===== src/rtl/hsv2rgb_pkg.sv =====
package hsv2rgb_pkg;

	// Field widths fixed by the pixel formats.
	localparam int HUE_W = 13;
	localparam int PCT_W = 7;
	localparam int CH_W  = 8;

	// Largest legal saturation and brightness, in percent.
	localparam logic [PCT_W-1:0] PCT_MAX = 7'd100;

	// Width of 255 * brightness (at most 25500).
	localparam int V255_W = 15;

	// Width of 255 * brightness * (100 - saturation) (at most 2550000).
	localparam int ZN_W = 22;

	// Width of the secondary numerator after the hue fraction is shifted out.
	localparam int XM_W = 28;

	// Constant divisors of the three channel levels.
	localparam int FULL_DIV = 100;
	localparam int ZERO_DIV = 10000;
	localparam int X_DIV    = 600000;

	// Reciprocals floor(2^K / divisor); K equals the dividend width, so the
	// estimate is the true quotient or one below it.
	localparam logic [8:0] FULL_REC = 9'd327;
	localparam int         FULL_SH  = 15;
	localparam logic [8:0] ZERO_REC = 9'd419;
	localparam int         ZERO_SH  = 22;
	localparam logic [8:0] X_REC    = 9'd447;
	localparam int         X_SH     = 28;

	// Input word: one HSV pixel.
	typedef struct packed {
		logic [HUE_W-1:0] hue;
		logic [PCT_W-1:0] saturation;
		logic [PCT_W-1:0] brightness;
	} hsv_t;

	// Output word: one RGB pixel.
	typedef struct packed {
		logic [CH_W-1:0] red;
		logic [CH_W-1:0] green;
		logic [CH_W-1:0] blue;
		logic            in_range;
	} rgb_t;

endpackage


===== src/rtl/hsv_to_rgb_converter_core.sv =====
// Channel  Ports              Handshake
// -------  -----------------  ------------------------------------------
// input    hsv                taken when start is high and busy is low
// output   rgb                valid for one cycle while done is high
//
// A word passes through five register stages, and its RGB word appears with done
// at the output of the last of them. A new word may enter at every clock. The
// channel arithmetic sets the depth: two chained multiplies, then reciprocal
// estimates and their corrections, each behind a register.
// busy stays low, since the pipeline never holds off. The result cannot stall.
// Reset clears the stage valid bits only; no pixel is in flight afterward.
module hsv_to_rgb_converter_core #(
	parameter int HUE_FRAC_BITS = 4
) (
	input  logic               clk,
	input  logic               arst_n,
	input  logic               start,
	output logic               busy,
	input  hsv2rgb_pkg::hsv_t  hsv,
	output logic               done,
	output hsv2rgb_pkg::rgb_t  rgb
);

	import hsv2rgb_pkg::*;

	// Hue constants in hue units.
	localparam int SIXTY   = 60 << HUE_FRAC_BITS;
	localparam int HUE_TOP = 360 << HUE_FRAC_BITS;
	localparam int DIST_W  = $clog2(SIXTY + 1);
	localparam int T_W     = $clog2(100 * SIXTY + 1);
	localparam int SD_W    = PCT_W + DIST_W;
	localparam int N_W     = V255_W + T_W;

	// Widths of the reciprocal products.
	localparam int FP_W = V255_W + 9;
	localparam int ZP_W = ZN_W + 9;
	localparam int XP_W = XM_W + 9;

	// The pipeline takes a word every cycle.
	assign busy = 1'b0;

	logic take;
	assign take = start & ~busy;

	// Stage valid bits.
	logic valid_s1, valid_s2, valid_s3, valid_s4, valid_s5;

	always_ff @(posedge clk or negedge arst_n) begin
		if (!arst_n) begin
			valid_s1 <= 1'b0;
			valid_s2 <= 1'b0;
			valid_s3 <= 1'b0;
			valid_s4 <= 1'b0;
			valid_s5 <= 1'b0;
		end else begin
			valid_s1 <= take;
			valid_s2 <= valid_s1;
			valid_s3 <= valid_s2;
			valid_s4 <= valid_s3;
			valid_s5 <= valid_s4;
		end
	end

	// Stage 1: range check, hue sector, distance from the middle of its 120-degree span and 255 * brightness.
	logic [31:0]        hue_c;
	logic [2:0]         sec_c;
	logic [31:0]        base_c;
	logic [31:0]        hm_c;
	logic [DIST_W-1:0]  dist_c;
	logic               ok_c;

	assign hue_c = 32'(hsv.hue);
	assign ok_c  = (hue_c <= 32'(HUE_TOP)) && (hsv.saturation <= PCT_MAX)
		&& (hsv.brightness <= PCT_MAX);

	always_comb begin
		sec_c = 3'd0;
		for (int k = 1; k <= 5; k++) begin
			if (hue_c >= 32'(k * SIXTY)) begin
				sec_c = 3'(k);
			end
		end
	end

	// Start of the 120-degree span that holds the hue.
	always_comb begin
		unique case (sec_c)
			3'd0, 3'd1: base_c = 32'd0;
			3'd2, 3'd3: base_c = 32'(2 * SIXTY);
			default:    base_c = 32'(4 * SIXTY);
		endcase
	end

	assign hm_c   = hue_c - base_c;
	assign dist_c = (hm_c >= 32'(SIXTY)) ? DIST_W'(hm_c - 32'(SIXTY))
		: DIST_W'(32'(SIXTY) - hm_c);

	logic [2:0]         sec_s1;
	logic               ok_s1;
	logic [DIST_W-1:0]  dist_s1;
	logic [PCT_W-1:0]   sat_s1;
	logic [V255_W-1:0]  v255_s1;

	always_ff @(posedge clk) begin
		sec_s1  <= sec_c;
		ok_s1   <= ok_c;
		dist_s1 <= dist_c;
		sat_s1  <= hsv.saturation;
		v255_s1 <= (V255_W'(hsv.brightness) << 8) - V255_W'(hsv.brightness);
	end

	// Stage 2: secondary weight 100*D - S*dist and the zero-level numerator.
	logic [SD_W-1:0]   sd_c;
	logic [T_W-1:0]    t_c;
	logic [PCT_W-1:0]  sc_c;
	logic [ZN_W-1:0]   zn_c;

	assign sd_c = SD_W'(sat_s1) * SD_W'(dist_s1);
	assign t_c  = T_W'(100 * SIXTY) - T_W'(sd_c);
	assign sc_c = PCT_MAX - sat_s1;
	assign zn_c = ZN_W'(v255_s1) * ZN_W'(sc_c);

	logic [2:0]         sec_s2;
	logic               ok_s2;
	logic [V255_W-1:0]  v255_s2;
	logic [T_W-1:0]     t_s2;
	logic [ZN_W-1:0]    zn_s2;

	always_ff @(posedge clk) begin
		sec_s2  <= sec_s1;
		ok_s2   <= ok_s1;
		v255_s2 <= v255_s1;
		t_s2    <= t_c;
		zn_s2   <= zn_c;
	end

	// Stage 3: secondary numerator and reciprocal estimates of the other levels.
	logic [N_W-1:0]             n_c;
	logic [FP_W-1:0]            fp_c;
	logic [ZP_W-1:0]            zp_c;

	assign n_c  = N_W'(v255_s2) * N_W'(t_s2);
	assign fp_c = FP_W'(v255_s2) * FP_W'(FULL_REC);
	assign zp_c = ZP_W'(zn_s2) * ZP_W'(ZERO_REC);

	logic [2:0]         sec_s3;
	logic               ok_s3;
	logic [V255_W-1:0]  v255_s3;
	logic [ZN_W-1:0]    zn_s3;
	logic [XM_W-1:0]    m_s3;
	logic [CH_W-1:0]    fe_s3;
	logic [CH_W-1:0]    ze_s3;

	always_ff @(posedge clk) begin
		sec_s3  <= sec_s2;
		ok_s3   <= ok_s2;
		v255_s3 <= v255_s2;
		zn_s3   <= zn_s2;
		m_s3    <= XM_W'(n_c >> HUE_FRAC_BITS);
		fe_s3   <= fp_c[FULL_SH +: CH_W];
		ze_s3   <= zp_c[ZERO_SH +: CH_W];
	end

	// Stage 4: correct the full and zero levels, estimate the secondary level.
	logic [V255_W-1:0]   fm_c;
	logic [V255_W-1:0]   fr_c;
	logic [ZN_W-1:0]     zm_c;
	logic [ZN_W-1:0]     zr_c;
	logic [XP_W-1:0]     xp_c;

	assign fm_c = V255_W'(fe_s3) * V255_W'(FULL_DIV);
	assign fr_c = v255_s3 - fm_c;
	assign zm_c = ZN_W'(ze_s3) * ZN_W'(ZERO_DIV);
	assign zr_c = zn_s3 - zm_c;
	assign xp_c = XP_W'(m_s3) * XP_W'(X_REC);

	logic [2:0]       sec_s4;
	logic             ok_s4;
	logic [XM_W-1:0]  m_s4;
	logic [CH_W-1:0]  full_s4;
	logic [CH_W-1:0]  zero_s4;
	logic [CH_W-1:0]  xe_s4;

	always_ff @(posedge clk) begin
		sec_s4  <= sec_s3;
		ok_s4   <= ok_s3;
		m_s4    <= m_s3;
		full_s4 <= fe_s3 + CH_W'(fr_c >= V255_W'(FULL_DIV));
		zero_s4 <= ze_s3 + CH_W'(zr_c >= ZN_W'(ZERO_DIV));
		xe_s4   <= xp_c[X_SH +: CH_W];
	end

	// Stage 5: correct the secondary level and route the levels by sector.
	logic [XM_W-1:0]  xm_c;
	logic [XM_W-1:0]  xr_c;
	logic [CH_W-1:0]  x_c;
	rgb_t             pix_c;

	assign xm_c = XM_W'(xe_s4) * XM_W'(X_DIV);
	assign xr_c = m_s4 - xm_c;
	assign x_c  = xe_s4 + CH_W'(xr_c >= XM_W'(X_DIV));

	always_comb begin
		pix_c.in_range = ok_s4;
		unique case (sec_s4)
			3'd0: begin
				pix_c.red = full_s4; pix_c.green = x_c;     pix_c.blue = zero_s4;
			end
			3'd1: begin
				pix_c.red = x_c;     pix_c.green = full_s4; pix_c.blue = zero_s4;
			end
			3'd2: begin
				pix_c.red = zero_s4; pix_c.green = full_s4; pix_c.blue = x_c;
			end
			3'd3: begin
				pix_c.red = zero_s4; pix_c.green = x_c;     pix_c.blue = full_s4;
			end
			3'd4: begin
				pix_c.red = x_c;     pix_c.green = zero_s4; pix_c.blue = full_s4;
			end
			default: begin
				pix_c.red = full_s4; pix_c.green = zero_s4; pix_c.blue = x_c;
			end
		endcase
		// Out-of-range pixels come out black.
		if (!ok_s4) begin
			pix_c.red   = '0;
			pix_c.green = '0;
			pix_c.blue  = '0;
		end
	end

	rgb_t pix_s5;

	always_ff @(posedge clk) begin
		pix_s5 <= pix_c;
	end

	assign done = valid_s5;
	assign rgb  = pix_s5;

endmodule


===== config.mk =====
export PLATFORM = sky130hd
export DESIGN_NAME = hsv_to_rgb_converter_core
export DESIGN_NICKNAME = d
export VERILOG_FILES = /design/src/rtl/hsv2rgb_pkg.sv /design/src/rtl/hsv_to_rgb_converter_core.sv
export SDC_FILE = /design/constraint.sdc
export NUM_CORES = 2
export LEC_CHECK = 0
export ABC_AREA = 1
export BUFFER_PORTS_ARGS = -buffer_cell sky130_fd_sc_hd__buf_4
export CAP_MARGIN = 20
export CORE_MARGIN = 3
export CORE_UTILIZATION = 40
export DETAILED_ROUTE_END_ITERATION = 8
export GPL_ROUTABILITY_DRIVEN = 0
export PLACE_DENSITY = 0.57
export SLEW_MARGIN = 20
export SYNTH_ARGS = -nofsm -noshare
export SYNTH_HDL_FRONTEND = slang
export SYNTH_SLANG_ARGS = --single-unit

===== constraint.sdc =====
create_clock -name clk -period 6.3 [get_ports clk]
set_clock_uncertainty 0.1 [all_clocks]
set_input_delay 0.315 -clock clk [delete_from_list [all_inputs] [get_ports clk]]
set_output_delay 0.315 -clock clk [all_outputs]
set_load 0.05 [all_outputs]

* After elaboration in Yosys (flattened, before gate mapping) *
Cells that the tools add are included.

storage, ports and cells
  output and inout port bits = 27
  logic and storage cells = 86
  register bits after elaboration = 265

cells by class
  eq/ne operators = 7
  multiply operators = 9
  reduce and logical (&&, ||, !) cells = 6
  muxes and demuxes = 8
  add/subtract/negate cells = 12
  $lt $le $gt $ge = 12

operator list
  cell                      count
  $pmux W24 S5              1
  $mul A28 B9 Y36 const B   1
  $ge A32 B10 Y1 const B    1
  $mul A15 B17 Y32          1
  $mul A22 B9 Y30 const B   1
  $ge A28 B20 Y1 const B    1
  $sub A28 B28 Y28          1
  $ge A13 B12 Y1 const B    2
  $add A8 B1 Y8             3
  $pmux W12 S2              1
  $mul A15 B9 Y23 const B   1
  $ge A22 B14 Y1 const B    1
  $mul A15 B7 Y22           1
  $mul A8 B14 Y22 const B   1
  $sub A22 B22 Y22          1
  $mul A8 B10 Y18 const B   1
  $mul A7 B10 Y17           1
  $sub A17 B17 Y17 const A  1
  $ge A15 B7 Y1 const B     1
  $sub A15 B15 Y15          1
  $sub A15 B7 Y15           1
  $le A7 B7 Y1 const B      2
  $sub A13 B12 Y14          1
  $ge A13 B10 Y1 const B    1
  other kinds (16)          26

* Longest topological paths before layout *
  depth after elaboration = 12
  gate-level depth with buffers = 40
  gate-level depth less buffers = 40

* Worst setup path after synthesis *
No wires, ideal clock.

  path type = register to register
  start = reg xe_s4[5]
  end = reg pix_s5 (netlist bit rgb[23])
  period minus slack after synthesis = 6100 ps
  arrival = 5885 ps
  cell stages (with the launch flop) = 34
  buffers on the path = 0
  setup slack = 200 ps
  path through = dfxtp_1 fa_1 inv_1 fa_1 inv_1 fa_1 fa_1 ha_1 nand2_1 nor2_1 inv_1 o21ai_0 nand3_1 nand2_1 xnor2_1 ha_1 nand2_1 nor2_1 inv_1 nor3_1 nand3_1 nand3_1 nor2_1 nor2_1 nand3_1 nor2_1 nand2_1 ha_1 ha_1 nand4_1 xor2_1 o22ai_1 o21ai_0 inv_1

on the way
  word-level cells in the longest chain between the ends = 5

ends and longest elaborated chain
  element                   RTL line                          source
  start: declaration        hsv_to_rgb_converter_core.sv:182  logic [CH_W-1:0] xe_s4;
  start signal: assignment  hsv_to_rgb_converter_core.sv:190  xe_s4 <= xp_c[X_SH +: CH_W];
  $mul A8 B14 Y22           hsv_to_rgb_converter_core.sv:199  assign xm_c = XM_W'(xe_s4) * XM_W'(X_DIV);
  $sub A28 B28 Y28          hsv_to_rgb_converter_core.sv:200  assign xr_c = m_s4 - xm_c;
  $ge A28 B20 Y1            hsv_to_rgb_converter_core.sv:201  assign x_c = xe_s4 + CH_W'(xr_c >= XM_W'(X_DIV));
  $add A8 B1 Y8 *           hsv_to_rgb_converter_core.sv:201
  $pmux W24 S5 *            hsv_to_rgb_converter_core.sv:205  unique case (sec_s4)
  end signal: assignment    hsv_to_rgb_converter_core.sv:236  pix_s5 <= pix_c;
  end: declaration          hsv_to_rgb_converter_core.sv:233  rgb_t pix_s5;

Every way passes the cells marked *; elsewhere a longest branch is shown, timed or not.
A chain may end at the register's enable or synchronous reset.

* Worst setup path after layout *
  start = reg xe_s4[6]
  end = reg pix_s5 (netlist bit rgb[23])

The elaborated chain is that of the path after synthesis.

==> Implementation_results.wiki <==
{| class="wikitable"
! Metric !! Value
|-
| Worst flop-to-flop path startpoint || xe_s4[6]$_DFF_P_
|-
| Clock period minus worst slack || 6.19 ns
|-
| Cell chosen for the clock root || sky130_fd_sc_hd__clkbuf_16
|-
| Top achievable clock speed || 161 MHz
|-
| Instance count after placement with tap cells included || 6274
|-
| Worst min-delay path class || primary input to flop
|-
| Required @ worst endpoint || 6.67 ns
|-
| Area of the core region || 0.0959 mm^2
|-
| Number of synthesized flops with an enable pin || 0
|-
| Number of violations of the max-capacitance limit || 0
|-
| X dimension of the die || 318 um
|-
| Die height || 318 um
|-
| Worst setup path startpoint || xe_s4[6]$_DFF_P_
|-
| Worst stage delay on the critical path || 0.58 ns
|-
| Met3 GRT Util || 2.26%
|-
| Site Rows || 113
|-
| Setup repair after global routing missed its margin || true
|-
| Worst setup timing slack at the placement stage || -0.239 ns
|-
| Hold Path End || sec_s1[0]$_DFF_P_
|-
| Critical path peak fanout || 5
|-
| Post-DR vias/cell || 4.79
|-
| Wire length per cell after detailed routing || 14.8 um
|-
| First-pass GRT wire length || 159000 um
|-
| Length of the first detailed-routing pass in iterations || 6
|-
| Residual antenna-violating net count after detailed routing || 0
|-
| Most used flip-flop cell after synthesis || sky130_fd_sc_hd__dfxtp_1
|-
| Global-route usage over all layers || 18.9%
|-
| Most used routing layer in global routing || met2
|-
| Placed Area || 0.0415 mm^2
|-
| Initial antenna violation count || 4
|-
| Clock latency on the worst-skew pair || 0.59 ns
|-
| Layout Area Growth over Synthesis || 11.3%
|-
| Family with the most delay on the worst path || adder cells
|-
| Slowest-stage cell, CP || sky130_fd_sc_hd__fa_2
|-
| Synth area leaders || sky130_fd_sc_hd__fa_1, sky130_fd_sc_hd__ha_1, sky130_fd_sc_hd__dfxtp_1, sky130_fd_sc_hd__inv_1, sky130_fd_sc_hd__nand2_1
|-
| Worst flop-to-flop path endpoint || rgb[23]$_SDFF_PN0_
|-
| Hold Startpoint || hsv[21]
|-
| Net Count, Synth || 6096
|-
| Flip-flop and latch count after synthesis || 253
|-
| Number of cells in the finished layout apart from fillers || 6366
|-
| GR Layer Usage met2 || 32.6%
|-
| Nets || 6256
|-
| Number of I/O pins || 57
|-
| Element type at the critical path start || flop
|-
| Number of buffer cells added on primary ports || 55
|-
| Final period util || 98.3%
|-
| Number of DRC violations after detailed routing || 0
|-
| Worst Slack Setup Final || 0.107 ns
|-
| Fin. Hold Viols || 0
|-
| 1st-iter DRT viols || 1487
|-
| Met1 Use GR || 25.8%
|-
| Mean instance size in the synthesized netlist || 7.93 um^2
|-
| Async SR Flop Fraction || 1.98%
|-
| Post-synthesis sequential area ratio || 13.0%
|-
| Remaining global-route overflow || 0
|-
| Worst Tran Pin Value || 1.02 ns
|-
| Largest area contributor in the synthesized netlist || sky130_fd_sc_hd__fa_1
|-
| Detailed placement HPWL || 80700 um
|-
| Die Area || 0.101 mm^2
|-
| Yosys cell types || 51
|-
| Post-route design area || 0.0434 mm^2
|-
| Number of global-route vias before repair || 31400
|-
| H-tree Lvls || 1
|-
| Total vias in the final route || 30500
|-
| R2R setup slack || 0.11 ns
|-
| Path type of the worst setup path || flop to flop
|-
| Sinks on the clock net || 253
|-
| Levels on crit path || 32
|-
| Number of buffers created by CTS || 30
|-
| Number of warnings printed during yosys synthesis || 0
|-
| Synth cell count leaders || sky130_fd_sc_hd__inv_1, sky130_fd_sc_hd__nand2_1, sky130_fd_sc_hd__ha_1
|-
| Initial standard-cell utilization of the core || 40.7%
|-
| Max-slew violation count || 0
|-
| Most frequently used cell type in the post-synthesis netlist || sky130_fd_sc_hd__inv_1
|-
| Number of antenna diodes || 0
|-
| Layout cell share with drive strength beyond 1 || 6.68%
|-
| Cells after synthesis || 4918
|-
| Setup violations, final || 0
|-
| CP arrival || 6.57 ns
|-
| Final routed wirelength across all metal layers || 94500 um
|-
| Slew Limit Headroom || 32.2%
|-
| Clock tree buffer depth || 3
|-
| Reg2reg path depth || 32
|-
| Hold-critical path depth || 3
|-
| Status || completed
|-
| Area share of the largest cell type after synthesis || 28.1%
|-
| CP Capture Type || flop
|-
| Pin count of the biggest net entering global routing || 26
|-
| Register clock-pin slew on the reported worst setup and hold paths || 0.06 ns
|-
| Number of buffer and inverter instances along the worst setup path || 3
|-
| Total standard cell area after synthesis || 0.0390 mm^2
|-
| CTS tree || yes
|}
## logic make-up (layout without fill, tap and decap cells)
logic type      after synthesis  after routing  share of synthesized area (%)
compound gates              473            473                           6.94
xor+xnor                    170            170                           3.82
fa+ha+maj                  1148           1148                           47.4
buf+inv                    1344           1527                           13.0
flops                       253            253                           13.0
other cells                   1              1                        0.00961
simple gates               1529           1529                           15.8
## per-layer routing
metal  vias to the layer above  share of wire (%)
met5                         -              0.028
met4                         4                2.0
met3                       105                3.8
met2                       480                 47
met1                     14600                 47
li1                      15300                  -
## what timing repair did
| item | in CTS | in global routing |
|---|---|---|
| hold buffers | 29 | 0 |
| hold endpoints to repair | 37 | 0 |
| endpoints found under the setup margin | 20 | 29 |
| setup buffers | 1 | 7 |
| gates resized for setup | 14 | 111 |
| pin swaps | 9 | 74 |
## worst max-delay path by stage
stage	slack, ns	to
2_1_floorplan	0.20	rgb[23]$_SDFF_PN0_
3_3_place_gp	-0.14	rgb[21]$_SDFF_PN0_
3_5_place_dp	-0.24	rgb[23]$_SDFF_PN0_
4_1_cts	0.04	rgb[23]$_SDFF_PN0_
5_1_grt	-0.29	rgb[23]$_SDFF_PN0_
6_report	0.11	rgb[23]$_SDFF_PN0_
## worst min-delay path: stages
cell and delay [ns]:
sky130_fd_sc_hd__buf_4 0.11, sky130_fd_sc_hd__a31oi_1 0.08, sky130_fd_sc_hd__o21ai_0 0.15
## layout make-up
| cell class | count | area (um^2) |
|---|---|---|
| Fill cell | 9764 | 52500 |
| Multi-Input combinational cell | 3321 | 29400 |
| Sequential cell | 253 | 5100 |
| Inverter | 1278 | 4800 |
| Tap cell | 1265 | 1580 |
| Timing Repair Buffer | 194 | 1530 |
| Clock buffer | 38 | 812 |
| Clock inverter | 17 | 208 |
## sequential cells by signal, indices dropped and copies added, names as in the netlist, 3 cells and up
signal   flops
v255_s3     13
t_s2        17
rgb         25
sec_s3       3
m_s3        28
m_s4        22
fe_s3        8
zn_s2       22
full_s4      8
sat_s1       7
sec_s2       3
zero_s4      8
v255_s1     15
zn_s3       18
sec_s1       3
v255_s2     15
xe_s4        8
dist_s1     10
ze_s3        8
sec_s4       3
## placed cells by master, fill, tap and decap left out, types with 10 or more instances in the layout
| master | count |
|---|---|
| sky130_fd_sc_hd__inv_1 | 1268 |
| sky130_fd_sc_hd__nand2_1 | 1012 |
| sky130_fd_sc_hd__ha_1 | 588 |
| sky130_fd_sc_hd__fa_1 | 546 |
| sky130_fd_sc_hd__dfxtp_1 | 241 |
| sky130_fd_sc_hd__nor2_1 | 232 |
| sky130_fd_sc_hd__a21oi_1 | 205 |
| sky130_fd_sc_hd__buf_4 | 164 |
| sky130_fd_sc_hd__nand3_1 | 125 |
| sky130_fd_sc_hd__o21ai_0 | 111 |
| sky130_fd_sc_hd__xor2_1 | 110 |
| sky130_fd_sc_hd__xnor2_1 | 54 |
| sky130_fd_sc_hd__nor3_1 | 36 |
| sky130_fd_sc_hd__nand4_1 | 34 |
| sky130_fd_sc_hd__clkbuf_16 | 31 |
| sky130_fd_sc_hd__a21o_1 | 29 |
| sky130_fd_sc_hd__dlygate4sd3_1 | 29 |
| sky130_fd_sc_hd__a31oi_1 | 23 |
| sky130_fd_sc_hd__nand2_2 | 22 |
| sky130_fd_sc_hd__o21bai_1 | 17 |
| sky130_fd_sc_hd__a21oi_2 | 14 |
| sky130_fd_sc_hd__nor4_1 | 14 |
| sky130_fd_sc_hd__nand3_2 | 12 |
| sky130_fd_sc_hd__o31ai_1 | 10 |
| sky130_fd_sc_hd__o22ai_1 | 10 |
## metrics by stage
step | utilization (%) | hold WS [ns] | TNS [ns]
2_1_floorplan | - | -0.0806 | 0
3_3_place_gp | 43.3 | 0.0196 | -0.994
3_5_place_dp | 43.3 | 0.0212 | -1.60
4_1_cts | 44.7 | 0.0184 | 0
5_1_grt | 45.3 | 0.0268 | -3.44
6_report | 45.3 | 0.0229 | 0
Power is not shown: default switching activity piles up to over one toggle a cycle in this logic, so the estimate is an artifact.
